===== config.mk =====
export PLATFORM = sky130hd
export DESIGN_NAME = fssw_ctrl
export DESIGN_NICKNAME = d
export VERILOG_FILES = /design/src/hdl/flash_segment_smart_writer_defines.svh /design/src/hdl/fssw_pkg.sv /design/src/hdl/fssw_ctrl.sv
export SDC_FILE = /design/constraint.sdc
export NUM_CORES = 1
export LEC_CHECK = 0
export BUFFER_PORTS_ARGS = -buffer_cell sky130_fd_sc_hd__buf_2
export CORE_UTILIZATION = 50
export CTS_BUF_LIST = sky130_fd_sc_hd__clkbuf_8
export DETAILED_ROUTE_END_ITERATION = 8
export PLACE_DENSITY = 0.81
export SKIP_CTS_REPAIR_TIMING = 1
export SLEW_MARGIN = 20
export SYNTH_ARGS = -nofsm -noshare
export SYNTH_HDL_FRONTEND = slang
export SYNTH_SLANG_ARGS = --single-unit
export TNS_END_PERCENT = 20

===== constraint.sdc =====
create_clock -name clk -period 3.84 [get_ports clk]
set_clock_uncertainty 0.2 [all_clocks]
set_input_delay 0.192 -clock clk [delete_from_list [all_inputs] [get_ports clk]]
set_output_delay 0.192 -clock clk [all_outputs]
set_load 0.05 [all_outputs]

===== src/hdl/flash_segment_smart_writer_defines.svh =====
// assertion macros for the flash segment writer
`ifndef FLASH_SEGMENT_SMART_WRITER_DEFINES_SVH
`define FLASH_SEGMENT_SMART_WRITER_DEFINES_SVH
`ifndef SYNTHESIS
`define FSSW_ASSERT_IMPLIES(lbl, a, b) \
    lbl: assert property (@(posedge clk) disable iff (!rst_n) (a) |-> (b)) \
        else $error("assertion failed");
`define FSSW_ASSERT_NEXT(lbl, a, b) \
    lbl: assert property (@(posedge clk) disable iff (!rst_n) (a) |=> (b)) \
        else $error("assertion failed");
`else
`define FSSW_ASSERT_IMPLIES(lbl, a, b)
`define FSSW_ASSERT_NEXT(lbl, a, b)
`endif
`endif


===== src/hdl/fssw_pkg.sv =====
// shared types and constants for the flash segment writer
`default_nettype none
package fssw_pkg;

    localparam int ADDR_BITS_DEF = 16;
    localparam int SEG_MAX_DEF   = 512;
    localparam int CFG_SIZE_W    = 10;

    localparam logic [1:0] FUNC_START = 2'd0;
    localparam logic [1:0] FUNC_DATA  = 2'd1;
    localparam logic [1:0] FUNC_READ  = 2'd2;

    localparam logic [1:0] ST_OK       = 2'd0;
    localparam logic [1:0] ST_NO_MEM   = 2'd1;
    localparam logic [1:0] ST_ZERO_LEN = 2'd2;
    localparam logic [1:0] ST_VERIFY   = 2'd3;

    localparam logic [2:0] REG_INFO_LOW  = 3'd0;
    localparam logic [2:0] REG_INFO_HIGH = 3'd1;
    localparam logic [2:0] REG_MAIN_LOW  = 3'd2;
    localparam logic [2:0] REG_MAIN_HIGH = 3'd3;
    localparam logic [2:0] REG_INFO_SEG  = 3'd4;
    localparam logic [2:0] REG_MAIN_SEG  = 3'd5;

    localparam logic [15:0] INFO_LOW_RST  = 16'd6144;
    localparam logic [15:0] INFO_HIGH_RST = 16'd6655;
    localparam logic [15:0] MAIN_LOW_RST  = 16'd32768;
    localparam logic [15:0] MAIN_HIGH_RST = 16'd65535;
    localparam logic [CFG_SIZE_W-1:0] INFO_SEG_RST = 10'd128;
    localparam logic [CFG_SIZE_W-1:0] MAIN_SEG_RST = 10'd512;

    typedef struct packed {
        logic       clr_step;
        logic       acc_start;
        logic       div_step;
        logic       start_fin;
        logic       acc_data;
        logic       acc_read;
        logic       next_seg;
        logic       clr_active;
        logic       walk_first;
        logic       walk_zero;
        logic       i_inc;
        logic       mem_rd;
        logic       act_scan;
        logic       act_copy;
        logic       act_rewrite;
        logic       act_prog;
        logic       act_verify;
        logic       emit;
        logic       emit_read;
        logic [1:0] emit_status;
    } cmd_t;

    typedef struct packed {
        logic clr_last;
        logic len_zero;
        logic region_none;
        logic div_done;
        logic write_active;
        logic commit_now;
        logic piece_last;
        logic i_done;
        logic need_erase;
        logic verify_fail;
        logic out_free;
    } stat_t;

endpackage
`default_nettype wire


===== src/hdl/fssw_ctrl.sv =====
// controller state machine for the flash segment writer
`default_nettype none
module fssw_ctrl (
    input  wire logic             clk,
    input  wire logic             rst_n,
    input  wire logic             in_valid,
    input  wire logic [1:0]       func,
    input  wire fssw_pkg::stat_t  stat,
    output logic                  in_ready,
    output fssw_pkg::cmd_t        cmd
);
    import fssw_pkg::*;

    localparam logic [4:0] S_CLEAR    = 5'd0;
    localparam logic [4:0] S_IDLE     = 5'd1;
    localparam logic [4:0] S_RD_OUT   = 5'd2;
    localparam logic [4:0] S_CHK      = 5'd3;
    localparam logic [4:0] S_DIV      = 5'd4;
    localparam logic [4:0] S_CMT      = 5'd5;
    localparam logic [4:0] S_SCAN_RD  = 5'd6;
    localparam logic [4:0] S_SCAN_ACT = 5'd7;
    localparam logic [4:0] S_DECIDE   = 5'd8;
    localparam logic [4:0] S_COPY_RD  = 5'd9;
    localparam logic [4:0] S_COPY_ACT = 5'd10;
    localparam logic [4:0] S_REW_RD   = 5'd11;
    localparam logic [4:0] S_REW_ACT  = 5'd12;
    localparam logic [4:0] S_PROG_RD  = 5'd13;
    localparam logic [4:0] S_PROG_ACT = 5'd14;
    localparam logic [4:0] S_VER_RD   = 5'd15;
    localparam logic [4:0] S_VER_ACT  = 5'd16;
    localparam logic [4:0] S_FIN      = 5'd17;
    localparam logic [4:0] S_EMIT     = 5'd18;

    logic [4:0] state_reg, state_next;
    logic [1:0] code_reg, code_next;

    always_ff @(posedge clk or negedge rst_n)
    begin
        if (!rst_n)
        begin
            state_reg <= S_CLEAR;
            code_reg <= ST_OK;
        end
        else
        begin
            state_reg <= state_next;
            code_reg <= code_next;
        end
    end

    assign in_ready = (state_reg == S_IDLE);

    always_comb
    begin
        state_next = state_reg;
        code_next = code_reg;
        cmd = '0;
        cmd.emit_status = code_reg;
        case (state_reg)
            S_CLEAR:
            begin
                cmd.clr_step = 1'b1;
                if (stat.clr_last)
                    state_next = S_IDLE;
            end
            S_IDLE:
            begin
                if (in_valid)
                begin
                    case (func)
                        FUNC_START:
                        begin
                            cmd.acc_start = 1'b1;
                            state_next = S_CHK;
                        end
                        FUNC_DATA:
                        begin
                            if (stat.write_active)
                            begin
                                cmd.acc_data = 1'b1;
                                if (stat.commit_now)
                                    state_next = S_CMT;
                            end
                        end
                        FUNC_READ:
                        begin
                            cmd.acc_read = 1'b1;
                            state_next = S_RD_OUT;
                        end
                        default: ;
                    endcase
                end
            end
            S_RD_OUT:
            begin
                if (stat.out_free)
                begin
                    cmd.emit = 1'b1;
                    cmd.emit_read = 1'b1;
                    state_next = S_IDLE;
                end
            end
            S_CHK:
            begin
                if (stat.len_zero)
                begin
                    code_next = ST_ZERO_LEN;
                    state_next = S_EMIT;
                end
                else if (stat.region_none)
                begin
                    code_next = ST_NO_MEM;
                    state_next = S_EMIT;
                end
                else
                    state_next = S_DIV;
            end
            S_DIV:
            begin
                if (stat.div_done)
                begin
                    cmd.start_fin = 1'b1;
                    state_next = S_IDLE;
                end
                else
                    cmd.div_step = 1'b1;
            end
            S_CMT:
            begin
                cmd.walk_first = 1'b1;
                state_next = S_SCAN_RD;
            end
            S_SCAN_RD:
            begin
                cmd.mem_rd = 1'b1;
                state_next = S_SCAN_ACT;
            end
            S_SCAN_ACT:
            begin
                cmd.act_scan = 1'b1;
                if (stat.i_done)
                    state_next = S_DECIDE;
                else
                begin
                    cmd.i_inc = 1'b1;
                    state_next = S_SCAN_RD;
                end
            end
            S_DECIDE:
            begin
                if (stat.need_erase)
                begin
                    cmd.walk_zero = 1'b1;
                    state_next = S_COPY_RD;
                end
                else
                begin
                    cmd.walk_first = 1'b1;
                    state_next = S_PROG_RD;
                end
            end
            S_COPY_RD:
            begin
                cmd.mem_rd = 1'b1;
                state_next = S_COPY_ACT;
            end
            S_COPY_ACT:
            begin
                cmd.act_copy = 1'b1;
                if (stat.i_done)
                begin
                    cmd.walk_zero = 1'b1;
                    state_next = S_REW_RD;
                end
                else
                begin
                    cmd.i_inc = 1'b1;
                    state_next = S_COPY_RD;
                end
            end
            S_REW_RD:
            begin
                cmd.mem_rd = 1'b1;
                state_next = S_REW_ACT;
            end
            S_REW_ACT:
            begin
                // erase and program folded into one write per byte
                cmd.act_rewrite = 1'b1;
                if (stat.i_done)
                begin
                    cmd.walk_zero = 1'b1;
                    state_next = S_VER_RD;
                end
                else
                begin
                    cmd.i_inc = 1'b1;
                    state_next = S_REW_RD;
                end
            end
            S_PROG_RD:
            begin
                cmd.mem_rd = 1'b1;
                state_next = S_PROG_ACT;
            end
            S_PROG_ACT:
            begin
                cmd.act_prog = 1'b1;
                if (stat.i_done)
                begin
                    cmd.walk_first = 1'b1;
                    state_next = S_VER_RD;
                end
                else
                begin
                    cmd.i_inc = 1'b1;
                    state_next = S_PROG_RD;
                end
            end
            S_VER_RD:
            begin
                cmd.mem_rd = 1'b1;
                state_next = S_VER_ACT;
            end
            S_VER_ACT:
            begin
                cmd.act_verify = 1'b1;
                if (stat.i_done)
                    state_next = S_FIN;
                else
                begin
                    cmd.i_inc = 1'b1;
                    state_next = S_VER_RD;
                end
            end
            S_FIN:
            begin
                if (stat.verify_fail)
                begin
                    cmd.clr_active = 1'b1;
                    code_next = ST_VERIFY;
                    state_next = S_EMIT;
                end
                else if (stat.piece_last)
                begin
                    cmd.clr_active = 1'b1;
                    code_next = ST_OK;
                    state_next = S_EMIT;
                end
                else
                begin
                    cmd.next_seg = 1'b1;
                    state_next = S_IDLE;
                end
            end
            S_EMIT:
            begin
                if (stat.out_free)
                begin
                    cmd.emit = 1'b1;
                    state_next = S_IDLE;
                end
            end
            default:
                state_next = S_IDLE;
        endcase
    end
endmodule
`default_nettype wire


# --- Word-level counts from Yosys, hierarchy flattened ---
# Cells that the tools add are included.
classes:
  addsub: 0
  multipliers: 0
  n_div: 0
  n_lt_le_gt_ge: 0
  eq_ne: 29
  n_shift: 0
  muxes: 57
  n_bitwise: 0
  n_reduce_logical: 9
op_table:
  columns: ["operator", "n"]
  rows:
  - ["case mux 5 bit (18 select lines)", 1]
  - ["2-to-1 mux 5 bit", 11]
  - ["== test 5 x 4 -> 1 bit (second input constant)", 8]
  - ["2-to-1 mux 1 bit", 26]
  - ["2-to-1 mux 2 bit", 11]
  - ["== test 5 x 3 -> 1 bit (second input constant)", 4]
  - ["== test 5 bit (second input constant)", 3]
  - ["case mux 5 bit (3 select lines)", 1]
  - ["!= test 3 bit (second input constant)", 4]
  - ["== test 5 x 2 -> 1 bit (second input constant)", 2]
  - ["OR reduction 5 bit", 2]
  - ["AND reduction 7 bit", 1]
  - ["2-to-1 mux 3 bit", 2]
  - ["!= test 2 bit (second input constant)", 3]
  - ["== test 5 x 1 -> 1 bit (second input constant)", 1]
  - ["zero test 5 bit", 1]
  - ["2-to-1 mux 4 bit", 1]
  - ["!= test 4 x 1 -> 1 bit (second input constant)", 1]
  - ["case mux 1 bit (2 select lines)", 2]
  - ["case mux 2 bit (2 select lines)", 1]
  - ["OR reduction 2 bit", 2]
  - ["case mux 1 bit (3 select lines)", 1]
  - ["AND reduction 3 bit", 1]
  - ["== test 2 x 1 -> 1 bit (second input constant)", 1]
  - ["other kinds (4)", 4]
totals:
  ff_bits: 7
  latch_bits: 0
  ramBits: 0
  mem_bits_ro: 0
  input_bits: 16
  output_inout_bits: 22
  word_cells: 97
  memories: 0

# --- Logic depth before layout (Yosys ltp) ---
# Gate-level depths: netlist of the first run.
logic_depth:
  ltp_word: 5
  depth_mapped: 7
  ltp_nobuf: 5

# --- Worst setup path after synthesis of the first run ---
# No wires, ideal clock.
synth_path:
  path_type: "reg-to-output"
  from: "reg state_reg[0]"
  to: "out cmd[10] in the netlist's numbering"
  arrival_time_ns: 2.838
  required_ns: 3.448
  path_slack_ns: 0.610
  stages_incl_launch_ff: 7
  n_path_buf: 2
  cell_sequence: "dfrtp_1 buf_2 or2_2 clkbuf_1 nor3_1 a21oi_1 nor2_1"
synth_lines:
  columns: ["element", "line", "text"]
  rows:
  - ["start: declaration", "fssw_ctrl.sv:34", "logic [4:0] state_reg, state_next;"]
  - ["start signal: assignment", "fssw_ctrl.sv:46", "state_reg <= state_next;"]
  - ["end: declaration", "fssw_ctrl.sv:10", "output fssw_pkg::cmd_t cmd"]

==> flow_metrics.env, run 1 <==
export IMPL_hold_viol_final=0
export IMPL_clk_latency_ns=0.24
export IMPL_syn_to_final_growth_pct=21.5
export IMPL_grt_max_degree=24
export IMPL_die_area_um2=1950
export IMPL_numCtsBuffers=3
export IMPL_die_w_um=44.2
export IMPL_final_core_util_pct=68.6
export IMPL_p_leak_uw=0.000524
export IMPL_min_path_type="in -> reg"
export IMPL_yosysTopAreaCellShare_pct=19.7
export IMPL_peakVddDrop_v=0.000596
export IMPL_synth_area_um2=890
export IMPL_fin_crit_ns=2.45
export IMPL_antenna_cells=0
export IMPL_max_cap_violations=0
export IMPL_yosysMostFrequentCell="nor2_1"
export IMPL_cp_max_fo=19
export IMPL_initial_core_util_pct=56.4
export IMPL_r2r_setup_slack_ns=1.64
export IMPL_nets=178
export IMPL_h_tree_depth=1
export IMPL_r2r_end="code_reg[0]"
export IMPL_vias_per_cell=6.47
export IMPL_slew_violations=0
export IMPL_io_pins=38
export IMPL_core_area_um2=1580
export IMPL_synthFlopType="dfrtp_1"
export IMPL_max_freq_mhz=408
export IMPL_largest_register_ffs=5
export IMPL_synth_area_per_cell_um2=6.79
export IMPL_fin_setup_tns_ns=0
export IMPL_first_iter_violations=70
export IMPL_ant_nets=0
export IMPL_vias=1146
export IMPL_setup_worst_path_end="cmd[19]"
export IMPL_power_density_nw_per_um2=860
export IMPL_firstDrtPassIters=7
export IMPL_synth_warnings=0
export IMPL_cts_tree="yes"
export IMPL_drc_errors=0
export IMPL_yosys_register_bits=7
export IMPL_seq_area_frac_synth_pct=19.7
export IMPL_crit_path_start="state_reg[3]"
export IMPL_end_kind="output pin"
export IMPL_worstMarginPinSlew_ns=0.637
export IMPL_maxSlewHeadroom_pct=57.6
export IMPL_regArea_um2=175
export IMPL_rsz0062_at_grt="false"
export IMPL_final_period_utilization_pct=63.9
export IMPL_fin_total_pwr_uw=930
export IMPL_synth_area_leader_cell="dfrtp_1"
export IMPL_grt_pass1_vias=903
export IMPL_syn_inst=131
export IMPL_async_reset_ff_share_pct=100
export IMPL_crit_type="reg -> out"
export IMPL_synth_edf_count=0
export IMPL_grt_pass1_wl_um=4170
export IMPL_gp_congestion=0.917
export IMPL_port_buffers=37
export IMPL_wl_per_cell_um=15.2
export IMPL_grt_usage_pct=28.7
export IMPL_fill_cells=138
export IMPL_syn_nets=147
export IMPL_rows=14
export IMPL_netlist_top_cells_area="dfrtp_1 20%, nor2_1 8.4%, nor3_1 6.8%, nand2_1 5.9%, a21oi_1 3.9%"
export IMPL_grt_overflow_total=0
export IMPL_required_ns=3.45
export IMPL_multi_input_area_um2=634
export IMPL_synthTopCellsByCount="20 x nor2_1, 14 x nand2_1, 12 x nor3_1"
export IMPL_start_kind="flop"
export IMPL_r2r_start="state_reg[3]"
export IMPL_layout_drive_gt1_share_pct=27.3
export IMPL_cts_root_buffer="clkbuf_8"
export IMPL_clk_pin_slew_ns=0.04
export IMPL_setup_violations=0
export IMPL_clk_path_buf_depth=2
export IMPL_wirelength_um=2700
export IMPL_antenna_found_initial=0
export IMPL_synth_cell_type_count=43
export IMPL_cts_sinks=7
export IMPL_die_y_um=44.2
export IMPL_status="finished clean"
export IMPL_dp_hpwl_um=1880
export IMPL_r2r_cells=5
export IMPL_arrival_ns=2.06
[worst max-delay path, cell delays in order (launching register included)]
cell and delay [ns]:
dfrtp_1 0.58, nor3_1 0.48, and2b_1 0.24, nand2_1 0.10, nor3_1 0.13, buf_2 0.29
[placed cells by master (no fill, tap or decap), drive strengths merged, types with 3 or more instances in the layout]
cell type and instances:
a21oi 7, and3 4, buf 37, clkbuf 3
dfrtp 7, inv 4, nand2 14, nand2b 5
nor2 20, nor2b 3, nor3 12, nor4 5
o21ai 6
[layer usage]
metal  part of all wire [%]  GRT usage, %  routed length, um  up-vias
li1                       -             -                  -      549
met1                     41          37.8               1110      504
met2                     46          45.6               1230       85
met3                     10          5.31                280        8
met4                    2.7          12.7                 74        0
met5                      0             0                  0        -
[report_power, final]
group	leakage, uW	switching (uW)	internal (uW)
Combinational	0.000408	413	194
Clock	0.0000269	37.2	69.5
Sequential	0.0000892	110	106
Total	0.000524	560	370
[logic make-up after synthesis]
kind of cell	count (synthesis)	synth area share [%]
simple gates	73	41.4
mux	2	2.25
flops	7	19.7
compound gates	34	27.7
buf+inv	15	9.00
[through the flow]
stage / instance area (um^2) / instances / worst slack [ns] / hold slack (ns)
global placement: 1030 / 172 / 1.68 / -0.173
CTS: 1070 / 176 / 1.44 / -0.415
finish: 1080 / 177 / 1.39 / 0.0107
floorplan: 890 / 131 / 0.610 / -0.304
global route: 1080 / 177 / 1.30 / 0.0135
detailed placement: 1030 / 172 / 1.66 / -0.165
[worst min-delay path by stage]
stage,startpoint,endpoint,slack (ns),cells after the start
floorplan,rst_n,code_reg[0],-0.30,0
global placement,rst_n,state_reg[3],-0.17,1
detailed placement,rst_n,state_reg[4],-0.17,1
CTS,rst_n,state_reg[0],-0.42,1
global route,stat[7],state_reg[2],0.01,2
finish,stat[7],state_reg[2],0.01,2
[cell type report]
cell class | count | share of cell area [%]
Clock buffer | 3 | 3.82
Clock inverter | 1 | 0.347
Inverter | 3 | 1.04
Multi-Input combinational cell | 109 | 58.7
Sequential cell | 7 | 16.2
Tap cell | 16 | 1.85
Timing Repair Buffer | 38 | 18.1
No activity file was read; power rests on OpenSTA's default activity.
==> inputs of run 2 (changes only) <==
--- a/config.mk
+++ b/config.mk
@@ -6,10 +6,10 @@
 export NUM_CORES = 1
 export LEC_CHECK = 0
 export BUFFER_PORTS_ARGS = -buffer_cell sky130_fd_sc_hd__buf_2
-export CORE_UTILIZATION = 50
+export CORE_UTILIZATION = 49
 export CTS_BUF_LIST = sky130_fd_sc_hd__clkbuf_8
 export DETAILED_ROUTE_END_ITERATION = 8
-export PLACE_DENSITY = 0.81
+export PLACE_DENSITY = 0.8
 export SKIP_CTS_REPAIR_TIMING = 1
 export SLEW_MARGIN = 20
 export SYNTH_ARGS = -nofsm -noshare
==> constraint.sdc (replaced) <==
create_clock -name clk -period 2.45 [get_ports clk]
set_clock_uncertainty 0.2 [all_clocks]
set_input_delay 0.1225 -clock clk [delete_from_list [all_inputs] [get_ports clk]]
set_output_delay 0.1225 -clock clk [all_outputs]
set_load 0.05 [all_outputs]
==> run 2 against run 1 <==
Against the previous run: first-iteration DRC count is 7.1% lower; utilization is 1.2 points lower; final cell count is 8.5% higher; via count is 1.1% lower.
==> flow_metrics.env, run 2 (same netlist as run 1, synthesis figures left out) <==
export IMPL_maxSlewHeadroom_pct=68.9
export IMPL_dp_hpwl_um=2050
export IMPL_wirelength_um=2670
export IMPL_core_area_um2=1710
export IMPL_path_cells="nand2b_1 > or3_1 > nor3_1 > buf_2"
export IMPL_required_ns=2.13
export IMPL_die_area_um2=1990
export IMPL_pwr_share_seq_pct=19.8
export IMPL_wl_per_cell_um=13.9
export IMPL_cpPeakStageDelay_ns=0.62
export IMPL_io_pins=38
export IMPL_p_clk_share_pct=10.2
export IMPL_worstMarginPinSlew_ns=0.466
export IMPL_start_kind="flop"
export IMPL_cts_root_buffer="clkbuf_8"
export IMPL_p_int_uw=616
export IMPL_setup_worst_path_end="cmd[14]"
export IMPL_arrival_ns=1.95
export IMPL_final_cell_mix="37 x buf_2, 20 x nor2_1, 14 x nand2_1, 10 x nor3_1"
export IMPL_clk_pin_slew_ns=0.04
export IMPL_layout_drive_gt1_share_pct=30.5
export IMPL_cp_depth=4
export IMPL_r2r_setup_slack_ns=0.31
export IMPL_crit_type="reg -> out"
export IMPL_min_path_type="in -> async"
export IMPL_largest_register_ffs=5
export IMPL_ant_nets=0
export IMPL_sw_frac_of_total_pct=58.5
export IMPL_status="finished clean"
export IMPL_max_freq_mhz=440
export IMPL_rsz0062_at_grt="false"
export IMPL_peakVddDrop_v=0.000664
export IMPL_h_tree_depth=1
export IMPL_grt_max_degree=16
export IMPL_grt_pass1_vias=969
export IMPL_setup_violations=0
export IMPL_firstDrtPassIters=4
export IMPL_max_cap_violations=0
export IMPL_p_sw_uw=870
export IMPL_path_delay_family="simple AND/OR/NAND/NOR gates"
export IMPL_die_y_um=44.6
export IMPL_syn_to_final_growth_pct=29.3
export IMPL_comb_power_share_pct=70.1
export IMPL_dp_cells=186
export IMPL_grt_pass1_wl_um=4080
export IMPL_first_iter_violations=65
export IMPL_crit_path_start="state_reg[4]"
export IMPL_cts_tree="yes"
export IMPL_hold_viol_final=0
export IMPL_final_period_utilization_pct=92.7
export IMPL_fin_crit_ns=2.27
export IMPL_cts_sinks=7
export IMPL_clk_path_buf_depth=2
export IMPL_finalNonFillerCells=192
export IMPL_gp_congestion=0.887
export IMPL_die_w_um=44.6
export IMPL_slew_violations=0
export IMPL_r2r_end="code_reg[0]"
export IMPL_port_buffers=37
export IMPL_numCtsBuffers=3
export IMPL_power_density_nw_per_um2=1290
export IMPL_crit_buf_inv=1
export IMPL_drc_errors=0
export IMPL_cp_max_fo=15
export IMPL_layout_commonest_cell="buf_2"
export IMPL_grt_overflow_total=0
export IMPL_r2r_start="state_reg[4]"
export IMPL_p_leak_uw=0.000556
export IMPL_end_kind="output pin"
export IMPL_antenna_cells=0
export IMPL_vias_per_cell=5.90
export IMPL_grt_usage_pct=27.4
export IMPL_rows=15
export IMPL_holdWs_ns=0.0499
export IMPL_initial_core_util_pct=52.1
export IMPL_r2r_cells=5
export IMPL_antenna_found_initial=0
export IMPL_vias=1133
export IMPL_nets=184
export IMPL_slowest_stage="dfrtp_1"
export IMPL_clk_latency_ns=0.22
run 2: changes by cell type in the layout (fill, tap and decap cells not counted):
cell           previous run  this run
buf_4                     0         5
dlygate4sd3_1             1         2
nor3_2                    0         2
nor3_1                   12        10
run 2: worst min-delay path by stage:
| stage | startpoint | endpoint | slack (ns) | depth (start not counted) |
|---|---|---|---|---|
| 5_1_grt | rst_n | state_reg[4] | 0.06 | 2 |
| 6_report | rst_n | state_reg[0] | 0.05 | 2 |
| 4_1_cts | rst_n | state_reg[0] | -0.48 | 1 |
| 3_3_place_gp | rst_n | state_reg[3] | -0.25 | 1 |
| 2_1_floorplan | rst_n | code_reg[0] | -0.37 | 0 |
| 3_5_place_dp | rst_n | state_reg[0] | -0.24 | 1 |
run 2: area by class of cell:
type	instances	area [um^2]
clock buffer	3	41.3
clock inverter	1	3.75
fill	158	558
inverter	3	11.3
multi-input combinational	109	644
sequential	7	175
tap	25	31.3
timing repair buffer	44	243
run 2: power by group through the flow:
stage          Clock [uW]  Sequential, uW  Combinational [uW]
3_3_place_gp            0             284                1020
6_report              151             294                1040
4_1_cts               156             286                1030
3_5_place_dp            0             288                1030
2_1_floorplan           0             254                 848
5_1_grt               168             302                1120
run 2: layer usage:
metal	GRT usage (%)	vias up	share of wire (%)
li1	-	556	-
met1	36.6	485	43
met2	42.6	84	45
met3	7.35	8	10
met4	9.09	0	1.8
met5	0	-	0
run 2: metrics by stage:
step | setup TNS (ns) | cell area [um^2] | util [%] | setup WS (ns) | total power, uW
floorplan | -0.643 | 900 | - | -0.228 | 1100
global placement | 0 | 1080 | 63.5 | 0.431 | 1310
detailed placement | 0 | 1080 | 63.5 | 0.341 | 1320
CTS | 0 | 1130 | 66.2 | 0.207 | 1470
global route | 0 | 1150 | 67.3 | 0.0228 | 1590
finish | 0 | 1150 | 67.3 | 0.179 | 1490
==> inputs of run 3 (changes only) <==
--- a/config.mk
+++ b/config.mk
@@ -9,6 +9,7 @@
 export CORE_UTILIZATION = 49
 export CTS_BUF_LIST = sky130_fd_sc_hd__clkbuf_8
 export DETAILED_ROUTE_END_ITERATION = 8
+export GPL_TIMING_DRIVEN = 0
 export PLACE_DENSITY = 0.8
 export SKIP_CTS_REPAIR_TIMING = 1
 export SLEW_MARGIN = 20
==> run 3 against run 2 <==
Against the previous run: worst setup slack lost 0.0037 ns; highest routed layer unchanged; maximum frequency shrank 0.16%; clock-buffer cell count is the same; largest cell class unchanged; critical endpoint is now cmd[10]; largest power group unchanged; register-to-register slack gained 0.07 ns; flip-flop and latch count is the same.
==> flow_metrics.env, run 3 (same netlist as run 1, synthesis figures left out) <==
export IMPL_initial_core_util_pct=52.1
export IMPL_setup_violations=0
export IMPL_slew_violations=0
export IMPL_status="finished clean"
export IMPL_grt_pass1_vias=1004
export IMPL_dp_cells=193
export IMPL_rsz0062_at_grt="false"
export IMPL_clk_pin_slew_ns=0.04
export IMPL_wirelength_um=2890
export IMPL_antenna_cells=0
export IMPL_vias_per_cell=5.94
export IMPL_final_core_util_pct=69.4
export IMPL_finalNonFillerCells=199
export IMPL_numCtsBuffers=3
export IMPL_die_y_um=44.6
export IMPL_start_kind="flop"
export IMPL_first_iter_violations=81
export IMPL_layout_drive_gt1_share_pct=30.5
export IMPL_r2r_end="code_reg[0]"
export IMPL_slowest_stage="clkbuf_1"
export IMPL_cp_max_fo=10
export IMPL_min_path_type="in -> async"
export IMPL_largest_register_ffs=5
export IMPL_antenna_found_initial=0
export IMPL_fill_cells=163
export IMPL_core_area_um2=1710
export IMPL_syn_to_final_growth_pct=33.2
export IMPL_cts_tree="yes"
export IMPL_fin_ws_ns=0.175
export IMPL_r2r_start="state_reg[3]"
export IMPL_nets=191
export IMPL_r2r_setup_slack_ns=0.38
export IMPL_layout_commonest_cell="buf_2"
export IMPL_port_buffers=37
export IMPL_end_kind="output pin"
export IMPL_cts_sinks=7
export IMPL_grt_pass1_wl_um=4550
export IMPL_fin_setup_tns_ns=0
export IMPL_final_period_utilization_pct=92.9
export IMPL_p_leak_uw=0.000571
export IMPL_dp_hpwl_um=2140
export IMPL_ant_nets=0
export IMPL_vias=1182
export IMPL_fin_crit_ns=2.27
export IMPL_max_cap_violations=0
export IMPL_cpPeakStageDelay_ns=0.41
export IMPL_worstMarginPinSlew_ns=0.497
export IMPL_die_area_um2=1990
export IMPL_drc_errors=0
export IMPL_fin_total_pwr_uw=1550
export IMPL_power_density_nw_per_um2=1310
export IMPL_pre_cts_ws_ns=0.236
export IMPL_die_w_um=44.6
export IMPL_hold_viol_final=0
export IMPL_path_cells="buf_6 > clkbuf_1 > nand3_1 > o22ai_1 > a21oi_1 > nor2_1 > buf_2"
export IMPL_grt_usage_pct=31.1
export IMPL_firstDrtPassIters=4
export IMPL_crit_type="reg -> out"
export IMPL_rows=15
export IMPL_gp_congestion=0.988
export IMPL_wl_per_cell_um=14.5
export IMPL_h_tree_depth=1
export IMPL_peakVddDrop_v=0.000796
export IMPL_multi_input_area_um2=644
export IMPL_grt_max_degree=11
export IMPL_io_pins=38
export IMPL_max_freq_mhz=440
export IMPL_arrival_ns=1.95
export IMPL_clk_path_buf_depth=2
export IMPL_maxSlewHeadroom_pct=66.9
export IMPL_cts_root_buffer="clkbuf_8"
export IMPL_r2r_cells=7
export IMPL_clk_latency_ns=0.23
export IMPL_final_cell_mix="38 x buf_2, 20 x nor2_1, 14 x nand2_1, 10 x nor3_1"
export IMPL_grt_overflow_total=0
export IMPL_regArea_um2=175
export IMPL_required_ns=2.13
run 3: cell count changes in the layout (fill, tap and decap cells not counted), sizes merged:
| cell | previous run | this run |
|---|---|---|
| buf | 42 | 41 |
| clkbuf | 3 | 11 |
run 3: worst max-delay path: cells and delay by family (launching register included):
kind / cells / cell delay, ns
and+or+nand+nor: 2 / 0.29
buffers and inverters: 3 / 0.81
DFF: 1 / 0.34
AOI/OAI and AO/OA: 2 / 0.27
run 3: routing by layer:
| metal | share of wire, % | vias up | global-route usage [%] |
|---|---|---|---|
| met5 | 0 | - | 0 |
| met4 | 2.1 | 0 | 12.7 |
| met3 | 10 | 11 | 4.90 |
| met2 | 45 | 74 | 50.6 |
| met1 | 42 | 527 | 40.7 |
| li1 | - | 570 | - |
run 3: worst max-delay path by stage:
stage                      start  endpoint
global route        state_reg[2]   cmd[10]
global placement    state_reg[1]   cmd[10]
finish              state_reg[2]   cmd[10]
floorplan           state_reg[0]   cmd[10]
detailed placement  state_reg[1]   cmd[10]
CTS                 state_reg[1]   cmd[10]
run 3: stage by stage:
stage	hold WS, ns	cell area [um^2]
6_report	0.0579	1180
4_1_cts	-0.477	1160
5_1_grt	0.0762	1180
3_3_place_gp	-0.245	1120
3_5_place_dp	-0.233	1120
2_1_floorplan	-0.373	900
run 3: cell type report:
type / count / area share [%]
repair buffers: 39 / 17.3
flip-flops and latches: 7 / 14.8
clock inverters: 1 / 0.317
multi-input cells: 109 / 54.4
well taps: 25 / 2.64
inverters: 3 / 0.950
plain buffers: 12 / 6.12
clock buffers: 3 / 3.48
run 3: report_power, final:
| group | total (uW) | switching (uW) | internal, uW |
|---|---|---|---|
| Clock | 164 | 54.8 | 109 |
| Combinational | 1180 | 821 | 364 |
| Sequential | 201 | 32.3 | 169 |
